**config.mk**
```make
export PLATFORM = sky130hd
export DESIGN_NAME = tcw_engine
export DESIGN_NICKNAME = d
export VERILOG_FILES = /design/src/rtl/tcw_pkg.sv /design/src/rtl/tcw_engine.sv
export SDC_FILE = /design/constraint.sdc
export NUM_CORES = 1
export LEC_CHECK = 0
export ABC_CLOCK_PERIOD_IN_PS = 3700
export BUFFER_PORTS_ARGS = -buffer_cell sky130_fd_sc_hd__buf_2
export CAP_MARGIN = 20
export CORE_MARGIN = 2
export CORE_UTILIZATION = 23
export DETAILED_ROUTE_END_ITERATION = 7
export SKIP_LAST_GASP = 1
export SYNTH_ARGS = -nofsm -noshare
export SYNTH_HDL_FRONTEND = slang
export SYNTH_SLANG_ARGS = --single-unit
```
**constraint.sdc**
```tcl
create_clock -name clk -period 3.7 [get_ports clk]
set_clock_uncertainty 0.15 [all_clocks]
set_input_delay 0.185 -clock clk [delete_from_list [all_inputs] [get_ports clk]]
set_output_delay 0.185 -clock clk [all_outputs]
set_load 0.01 [all_outputs]
```
**src/rtl/tcw_pkg.sv**
```systemverilog
// Shared types and constants of the text console character writer.
`default_nettype none

package tcw_pkg;

	localparam int CHAR_W     = 8;
	localparam int IDX_W      = 11;
	localparam int CELL_W     = 16;
	localparam int ATTR_W     = 8;
	localparam int ROW_OUT_W  = 5;
	localparam int COL_OUT_W  = 7;
	localparam int POS_W      = 11;
	localparam int CFG_IDX_W  = 1;
	localparam int CFG_DATA_W = 16;
	localparam int TAB_STEP   = 4;

	// register indexes
	localparam logic [CFG_IDX_W-1:0] REG_TEXT_ATTR  = 1'd0;
	localparam logic [CFG_IDX_W-1:0] REG_BLANK_CELL = 1'd1;

	localparam logic [ATTR_W-1:0] ATTR_RESET  = 8'd7;
	localparam logic [CELL_W-1:0] BLANK_RESET = 16'd1824;

	// request kinds
	localparam logic REQ_PUT  = 1'b0;
	localparam logic REQ_READ = 1'b1;

	// control characters
	localparam logic [CHAR_W-1:0] CH_BACKSPACE = 8'd8;
	localparam logic [CHAR_W-1:0] CH_TAB       = 8'd9;
	localparam logic [CHAR_W-1:0] CH_NEWLINE   = 8'd10;

	typedef struct packed {
		logic              req_type;
		logic [CHAR_W-1:0] char_code;
		logic [IDX_W-1:0]  cell_index;
	} req_item_t;

	typedef struct packed {
		logic [CELL_W-1:0]    cell_value;
		logic [ROW_OUT_W-1:0] cursor_row;
		logic [COL_OUT_W-1:0] cursor_col;
		logic [POS_W-1:0]     cursor_pos;
		logic                 scrolled;
	} rsp_item_t;

	typedef struct packed {
		logic [ATTR_W-1:0] attr;
		logic [CELL_W-1:0] blank;
	} cfg_t;

endpackage

`default_nettype wire

```
**src/rtl/tcw_engine.sv**
```systemverilog
// Cursor state and sequencer: character handling, backspace scan, scroll and clear.
`default_nettype none

module tcw_engine import tcw_pkg::*; #(
	parameter int SCREEN_ROWS = 25,
	parameter int SCREEN_COLS = 80,
	parameter int ADDR_W      = 11
) (
	input  wire               clk,
	input  wire               arst_n,
	input  cfg_t              cfg,
	input  wire               item_valid,
	output logic              item_ready,
	input  req_item_t         item,
	output logic              res_valid,
	input  wire               res_ready,
	output rsp_item_t         res,
	output logic              mem_we,
	output logic [ADDR_W-1:0] mem_waddr,
	output logic [CELL_W-1:0] mem_wdata,
	output logic [ADDR_W-1:0] mem_raddr,
	input  wire [CELL_W-1:0]  mem_rdata
);

	localparam int CELL_COUNT = SCREEN_ROWS * SCREEN_COLS;
	localparam int COPY_N     = (SCREEN_ROWS - 1) * SCREEN_COLS;
	localparam int CNT_W      = $clog2(CELL_COUNT + 1);
	localparam int RW         = $clog2(SCREEN_ROWS);
	localparam int CW         = $clog2(SCREEN_COLS);

	localparam logic [2:0] ST_FILL   = 3'd0;
	localparam logic [2:0] ST_IDLE   = 3'd1;
	localparam logic [2:0] ST_RD     = 3'd2;
	localparam logic [2:0] ST_BS_RD  = 3'd3;
	localparam logic [2:0] ST_BS_CMP = 3'd4;
	localparam logic [2:0] ST_COPY   = 3'd5;
	localparam logic [2:0] ST_DONE   = 3'd6;

	logic [2:0]        state_q;
	logic [CNT_W-1:0]  cnt_q;
	logic              clr_q;
	logic [RW-1:0]     row_q;
	logic [CW-1:0]     col_q;
	logic              cp_vld_s1;
	logic [ADDR_W-1:0] cp_addr_s1;
	logic [CELL_W-1:0] value_q;
	logic              scr_q;
	logic              rd_ok_q;

	logic [ADDR_W-1:0] cur_addr;
	logic [RW:0]       rowx;
	logic [CW:0]       colx;
	logic [RW:0]       nrow;
	logic [CW:0]       ncol;
	logic [CW:0]       col_t;
	logic              put_we;
	logic [ADDR_W-1:0] put_waddr;
	logic [CELL_W-1:0] put_wdata;
	logic              go_bs;
	logic              wrap_scroll;
	logic              scan_more;
	logic              in_range;

	assign cur_addr    = ADDR_W'(row_q * SCREEN_COLS + col_q);
	assign scan_more   = (mem_rdata == cfg.blank) && (col_q != '0);
	assign in_range    = 32'(item.cell_index) < CELL_COUNT;
	assign item_ready  = (state_q == ST_IDLE);
	assign res_valid   = (state_q == ST_DONE);

	// put decode on the current cursor
	always_comb begin
		rowx      = {1'b0, row_q};
		colx      = {1'b0, col_q};
		nrow      = rowx;
		ncol      = colx;
		col_t     = colx;
		put_we    = 1'b0;
		put_waddr = cur_addr;
		put_wdata = {cfg.attr, item.char_code};
		go_bs     = 1'b0;
		case (item.char_code)
			CH_NEWLINE: begin
				nrow = rowx + 1'b1;
				ncol = '0;
			end
			CH_TAB: begin
				col_t      = colx + (CW+1)'(TAB_STEP);
				col_t[1:0] = 2'b00;
				if (col_t >= (CW+1)'(SCREEN_COLS)) begin
					nrow = rowx + 1'b1;
					ncol = '0;
				end else begin
					ncol = col_t;
				end
			end
			CH_BACKSPACE: begin
				if (col_q != '0) begin
					ncol      = colx - 1'b1;
					put_we    = 1'b1;
					put_waddr = cur_addr - ADDR_W'(1);
					put_wdata = cfg.blank;
				end else if (row_q != '0) begin
					nrow  = rowx - 1'b1;
					ncol  = (CW+1)'(SCREEN_COLS - 1);
					go_bs = 1'b1;
				end
			end
			default: begin
				put_we = 1'b1;
				col_t  = colx + 1'b1;
				if (col_t >= (CW+1)'(SCREEN_COLS)) begin
					nrow = rowx + 1'b1;
					ncol = '0;
				end else begin
					ncol = col_t;
				end
			end
		endcase
		wrap_scroll = (nrow == (RW+1)'(SCREEN_ROWS));
	end

	// memory port steering
	always_comb begin
		mem_we    = 1'b0;
		mem_waddr = cur_addr;
		mem_wdata = cfg.blank;
		mem_raddr = cur_addr;
		case (state_q)
			ST_IDLE: begin
				mem_we    = item_valid && (item.req_type == REQ_PUT) && put_we;
				mem_waddr = put_waddr;
				mem_wdata = put_wdata;
				mem_raddr = ADDR_W'(item.cell_index);
			end
			ST_BS_CMP: begin
				mem_we = !scan_more;
			end
			ST_COPY: begin
				mem_we    = cp_vld_s1;
				mem_waddr = cp_addr_s1;
				mem_wdata = mem_rdata;
				mem_raddr = ADDR_W'(cnt_q + CNT_W'(SCREEN_COLS));
			end
			ST_FILL: begin
				mem_we    = 1'b1;
				mem_waddr = ADDR_W'(cnt_q);
				mem_wdata = clr_q ? BLANK_RESET : cfg.blank;
			end
			default: begin
			end
		endcase
	end

	always_ff @(posedge clk or negedge arst_n) begin
		if (!arst_n) begin
			state_q   <= ST_FILL;
			cnt_q     <= '0;
			clr_q     <= 1'b1;
			row_q     <= '0;
			col_q     <= '0;
			cp_vld_s1 <= 1'b0;
		end else begin
			cp_vld_s1 <= (state_q == ST_COPY) && (cnt_q != CNT_W'(COPY_N));
			case (state_q)
				ST_FILL: begin
					if (cnt_q == CNT_W'(CELL_COUNT - 1)) begin
						clr_q   <= 1'b0;
						state_q <= clr_q ? ST_IDLE : ST_DONE;
					end else begin
						cnt_q <= cnt_q + 1'b1;
					end
				end
				ST_IDLE: begin
					if (item_valid) begin
						if (item.req_type == REQ_READ) begin
							state_q <= ST_RD;
						end else if (go_bs) begin
							row_q   <= RW'(nrow);
							col_q   <= CW'(ncol);
							state_q <= ST_BS_RD;
						end else if (wrap_scroll) begin
							row_q   <= RW'(SCREEN_ROWS - 1);
							col_q   <= '0;
							cnt_q   <= '0;
							state_q <= ST_COPY;
						end else begin
							row_q   <= RW'(nrow);
							col_q   <= CW'(ncol);
							state_q <= ST_DONE;
						end
					end
				end
				ST_RD:    state_q <= ST_DONE;
				ST_BS_RD: state_q <= ST_BS_CMP;
				ST_BS_CMP: begin
					if (scan_more) begin
						col_q   <= col_q - 1'b1;
						state_q <= ST_BS_RD;
					end else begin
						state_q <= ST_DONE;
					end
				end
				ST_COPY: begin
					if (cnt_q == CNT_W'(COPY_N))
						state_q <= ST_FILL;
					else
						cnt_q <= cnt_q + 1'b1;
				end
				ST_DONE: begin
					if (res_ready)
						state_q <= ST_IDLE;
				end
				default: state_q <= ST_IDLE;
			endcase
		end
	end

	always_ff @(posedge clk) begin
		cp_addr_s1 <= ADDR_W'(cnt_q);
		if (state_q == ST_IDLE && item_valid) begin
			value_q <= '0;
			scr_q   <= (item.req_type == REQ_PUT) && !go_bs && wrap_scroll;
			rd_ok_q <= in_range;
		end
		if (state_q == ST_RD)
			value_q <= rd_ok_q ? mem_rdata : '0;
	end

	assign res.cell_value = value_q;
	assign res.cursor_row = ROW_OUT_W'(row_q);
	assign res.cursor_col = COL_OUT_W'(col_q);
	assign res.cursor_pos = POS_W'(cur_addr);
	assign res.scrolled   = scr_q;

`ifndef NO_ASSERTIONS
	a_cursor_on_screen: assert property (@(posedge clk) disable iff (!arst_n)
		(32'(row_q) < SCREEN_ROWS) && (32'(col_q) < SCREEN_COLS))
		else $error("cursor left the screen");
	a_copy_dest: assert property (@(posedge clk) disable iff (!arst_n)
		cp_vld_s1 |-> (32'(cp_addr_s1) < COPY_N))
		else $error("scroll copy wrote into the bottom line");
	a_scan_order: assert property (@(posedge clk) disable iff (!arst_n)
		(state_q == ST_BS_CMP) |-> ($past(state_q) == ST_BS_RD))
		else $error("backspace compare without a read");
	a_no_accept_clearing: assert property (@(posedge clk) disable iff (!arst_n)
		item_ready |-> !clr_q)
		else $error("request taken during clearing pass");
`endif

endmodule

`default_nettype wire

```
Word-level counts from Yosys, hierarchy flattened
Index checks and enable logic that the tools add are counted.
{"block": "classes", "addsub": 10, "n_mul": 1, "magnitude_cmp": 3, "eq_ne": 24, "muxes": 52, "bitwise_logic": 1, "reduce_logical": 21}
{"operator": "2-to-1 mux 16 bit", "count": 6}
{"operator": "2-to-1 mux 11 bit", "count": 8}
{"operator": "case mux 11 bit (3 select lines)", "count": 2}
{"operator": "2-to-1 mux 7 bit", "count": 9}
{"operator": "case mux 16 bit (3 select lines)", "count": 1}
{"operator": "equality test 8 x 4 -> 1 bit, second input constant", "count": 3}
{"operator": "2-to-1 mux 3 bit", "count": 8}
{"operator": "2-to-1 mux 6 bit", "count": 4}
{"operator": "equality test 11 bit, second input constant", "count": 2}
{"operator": "case mux 11 bit (2 select lines)", "count": 1}
{"operator": "case mux 3 bit (7 select lines)", "count": 1}
{"operator": "case mux 7 bit (3 select lines)", "count": 1}
{"operator": "case mux 6 bit (3 select lines)", "count": 1}
{"operator": "equality test 16 bit", "count": 1}
{"operator": "greater-or-equal comparator 8 x 7 -> 1 bit, second input constant", "count": 2}
{"operator": "inequality test 2 bit, second input constant", "count": 7}
{"operator": "case mux 7 bit (2 select lines)", "count": 1}
{"operator": "subtractor 7 x 1 -> 7 bit, second input constant", "count": 2}
{"operator": "adder 11 x 1 -> 11 bit, second input constant", "count": 1}
{"operator": "adder 11 x 7 -> 11 bit", "count": 1}
{"operator": "adder 11 x 7 -> 11 bit, second input constant", "count": 1}
{"operator": "less-than comparator 11 bit, second input constant", "count": 1}
{"operator": "inequality test 11 bit, second input constant", "count": 1}
{"operator": "subtractor 11 x 1 -> 11 bit, second input constant", "count": 1}
{"operator": "other kinds (28)", "count": 46}
{"block": "totals", "register_bits": 57, "word_cells": 122}

Logic depth before layout (Yosys ltp)
{"block": "depth", "ltp_word": 10, "ltp_mapped": 13, "ltp_nobuf": 11}

Worst setup path before layout
OpenSTA, ideal clock, no wires.
{"block": "synth_timing", "path_kind": "reg2reg", "startpoint": "register row_q[1]", "endpoint": "register cnt_q[9]", "arrival_time_ns": 3.234, "slack_ns": 0.238, "stages_incl_launch_ff": 13, "n_path_buf": 1, "synth_period_minus_slack_ns": 3.462, "cell_sequence": "dfrtp_1 inv_1 ha_1 or4b_1 clkbuf_1 or3b_2 nor2_1 o21ai_2 a211o_1 nor4_4 a41oi_4 or4b_1 a21oi_1"}
{"block": "synth_via", "elab_chain_len": 7}
{"element": "start, declared", "line": "tcw_engine.sv:42", "source": "logic [RW-1:0] row_q;"}
{"element": "start signal, assigned", "line": "tcw_engine.sv:178", "source": "row_q <= RW'(nrow);"}
{"element": "start signal, assigned", "line": "tcw_engine.sv:182", "source": "row_q <= RW'(SCREEN_ROWS - 1);"}
{"element": "start signal, assigned", "line": "tcw_engine.sv:187", "source": "row_q <= RW'(nrow);"}
{"element": "subtractor 5 x 1 -> 6 bit or nonzero test 5 bit (tied branches)", "line": "tcw_engine.sv:103, tcw_engine.sv:102"}
{"element": "2-to-1 mux 6 bit", "line": "tcw_engine.sv:102", "source": "end else if (row_q != '0) begin"}
{"element": "2-to-1 mux 6 bit", "line": "tcw_engine.sv:97", "source": "if (col_q != '0) begin"}
{"element": "case mux 6 bit (3 select lines)", "line": "tcw_engine.sv:81", "source": "case (item.char_code)"}
{"element": "equality test 6 x 5 -> 1 bit", "line": "tcw_engine.sv:119", "source": "wrap_scroll = (nrow == (RW+1)'(SCREEN_ROWS));"}
{"element": "inequality test 2 x 1 -> 1 bit (no source line)"}
{"element": "AND reduction 7 bit (no source line) (*)"}
{"element": "end signal, assigned", "line": "tcw_engine.sv:170", "source": "cnt_q <= cnt_q + 1'b1;"}
{"element": "end signal, assigned", "line": "tcw_engine.sv:207", "source": "cnt_q <= cnt_q + 1'b1;"}
{"element": "end, declared", "line": "tcw_engine.sv:40", "source": "logic [CNT_W-1:0] cnt_q;"}
Mark *: on every way between the ends. The rest lies on a longest branch, timed or not.
A chain may end at the register's enable or synchronous reset.

Final worst setup path
{"block": "layout_timing", "startpoint": "register row_q[4]", "endpoint": "output port mem_waddr[10]"}
{"block": "layout_via", "elab_chain_len": 6}
{"element": "multiplier 5 x 3 -> 7 bit (*)", "line": "tcw_engine.sv:64", "source": "assign cur_addr = ADDR_W'(row_q * SCREEN_COLS + col_q);"}
{"element": "adder 11 x 7 -> 11 bit (*)", "line": "tcw_engine.sv:64"}
{"element": "subtractor 11 x 1 -> 11 bit", "line": "tcw_engine.sv:100", "source": "put_waddr = cur_addr - ADDR_W'(1);"}
{"element": "2-to-1 mux 11 bit", "line": "tcw_engine.sv:97"}
{"element": "2-to-1 mux 11 bit", "line": "tcw_engine.sv:81"}
{"element": "case mux 11 bit (3 select lines) (*)", "line": "tcw_engine.sv:128", "source": "case (state_q)"}
{"element": "end, declared", "line": "tcw_engine.sv:19", "source": "output logic [ADDR_W-1:0] mem_waddr,"}
Marked as above.

==> metrics.txt <==
largest net degree at the start of global routing=39; slew at the pin closest to its max-slew limit=0.855 ns; die height=155 microns; VDD IR-drop max=0.339 mV; normalized max-slew margin=43.0%; Clock Pin Slew Worst Setup and Hold Paths=0.06 ns; die width=155 microns; CP arrival=3.22 ns; first-pass GRT wire length=31300 microns; syn avg cell area=7.94 sq um; synth-to-layout area growth=31.7%; fillers=2398; Multi-input gate area=0.00347 sq mm; P_leak=2.95 nW; CTS tree=yes; slowest cell delay on critical path=0.57 ns; synthesized flop and latch total=57; final WL=20800 microns; delay-heaviest family, CP=adder cells; critical path capture point type=primary output; Synth cell types=74; Post-synth EDFFs=18; total global routing overflow=0; Finished Layout Cells=1104; asr flop ratio synth=49.1%; Power Dens Cells=896 mW/mm^2; # rows=55; CP cell instances=ha_1 > fa_2 > xor2_2 > o2111ai_1 > xor2_1 > xnor2_2 > o22ai_1 > a222oi_1 > buf_2; buffers and inverters on the worst path=1; TritonCTS Buffers=9; endpoints failing hold=0; Ports=145; drt wl/cell=18.8 microns; fraction of layout instances using a drive strength above 1=29.8%; top cells by count, synth=59 x nand2_1, 57 x o21ai_0, 48 x a21oi_1; overall routing resource usage=16.9%; adder-cell share of the synthesized area=5.79%; CORE AREA=0.0225 sq mm; NumNets Final=901; status=finished, violations left; Final setup viols=0; sequential standard cell area=0.00147 sq mm; antenna diode count=0; clk root buf=clkbuf_16; CTS Sinks=57; Port Buffers=144; Clock Path Buffers=2; largest family of logic cells by synthesized area=compound AO/OA/AOI/OAI gates; Compound-Gate Fraction of Synth Area=26.4%; hold crit path type=input port to register; top cells by area, synth=dfrtp_1 13%, edfxtp_1 10%, o21ai_0 5.5%; final slew viol count=0; sequential area share after synthesis=28.0%; Synth Area in Simple Gates=23.9%; ys flop type=dfrtp_1; critical path launch point type=register; Total Power=6.17 mW; proportion of synthesized area in mux cells=1.94%; drt drc=12; Mapped Area=0.00523 sq mm; most used standard cell by instance count after synthesis=nand2_1; Synthesized Nets=745; dpl cells=1079; GP Congestion=0.966; cell accounting for the most synthesized area=dfrtp_1; crit path time final=3.55 ns; CP required=3.37 ns; violated checks=design-rule violations; antenna violations before repair=0; post-synthesis instance total=658; drt first pass iters=8; hpwl dp=15800 microns; htree depth=3; Initial Util=23.2%; Die ar.=0.0240 sq mm; vias in the first global route=5456; fmax=282 MHz; xor and xnor area share after synthesis=6.87%; Vias=5796; post-synth top area share=12.9%; CP Class=register to primary output; Vias per Instance=5.25; Max-cap violations=0; hold_ws=0.0162 ns; Critical Path Fanout Max=9; Routed Antenna Nets=0; Yosys warning count=0; number of DRC markers in iteration 0=656; CP max-delay cell=dfrtp_1; period utilization=96.0%; worst-skew pair later-pin latency=0.35 ns
[per-stage QoR]
step	utilization [%]	worst slack [ns]	instance area [sq um]	setup TNS, ns
finish	30.6	0.150	6890	0
detailed placement	28.5	0.0591	6400	0
CTS	30.0	0.0356	6760	0
floorplan	-	0.238	5230	0
global route	30.6	-0.0196	6890	-0.0196
global placement	28.5	0.132	6400	0
[kinds of logic after synthesis]
kind of cell,count (synthesis)
fa+ha+maj,23
buf+inv,91
xor+xnor,41
flops,57
simple gates,235
compound gates,201
mux,10
[report_power, final]
part / internal, mW / leakage, nW / switching, mW / total [mW]
combinational: 1.64 / 2.18 / 2.47 / 4.11
sequential: 0.869 / 0.601 / 0.230 / 1.10
clock: 0.610 / 0.167 / 0.348 / 0.959
[final cells by class]
| cell class | count | share of cell area, % |
|---|---|---|
| inverter | 41 | 2.23 |
| multi-input combinational | 511 | 50.3 |
| sequential | 57 | 21.3 |
| clock buffer | 11 | 4.00 |
| timing repair buffer | 194 | 16.0 |
| clock inverter | 5 | 0.945 |
| tap | 285 | 5.18 |
[routing by layer]
| layer | vias to the layer above | GRT usage, % | wire length (microns) |
|---|---|---|---|
| li1 | 2736 | - | - |
| met1 | 2758 | 22.4 | 9120 |
| met2 | 272 | 27.3 | 9670 |
| met3 | 30 | 3.95 | 1600 |
| met4 | 0 | 5.42 | 361 |
| met5 | - | 0 | 0 |
[state kept, by name, summed over array words and instances, names as in the netlist]
register    count
scr_q           1
state_q         3
cnt_q          11
cp_vld_s1       1
col_q           7
cp_addr_s1     11
clr_q           1
value_q        16
row_q           5
rd_ok_q         1
[timing repair]
action | CTS | global route
endpoints found under the setup margin | 1 | 11
hold endpoints to repair | 27 | 0
hold buffers | 1 | 0
gates resized for setup | 1 | 16
buffers inserted | 0 | 7
cloned | 0 | 1
pin swaps | 0 | 7
[layout by cell type, fill, tap and decap left out, types with 11 or more instances in the layout]
cell type / synthesis / routed
buf_2: 6 / 144
ha_1: 21 / 21
nor2_1: 43 / 42
xnor2_1: 22 / 20
and2_1: 25 / 25
nand3_1: 25 / 25
inv_1: 41 / 40
nor3_1: 15 / 14
buf_4: 6 / 48
dfxtp_1: 11 / 11
edfxtp_1: 18 / 18
nand2_1: 59 / 59
o21ai_0: 57 / 57
dfrtp_1: 27 / 24
a222oi_1: 17 / 17
a21oi_1: 48 / 47
clkbuf_16: 0 / 11
xor2_1: 19 / 18
[worst paths after layout]
path	startpoint	cells after the start	slack [ns]	end
min reg2reg	cnt_q[0]	0	0.35	cp_addr_s1[0]
min	mem_rdata[0]	2	0.02	value_q[0]
max	row_q[4]	9	0.15	mem_waddr[10]
max reg2reg	col_q[1]	11	0.20	cnt_q[8]
max in group asynchronous	arst_n	2	2.56	col_q[4]
min in group asynchronous	arst_n	2	0.31	cnt_q[0]
No activity file was read; power rests on OpenSTA's default activity.
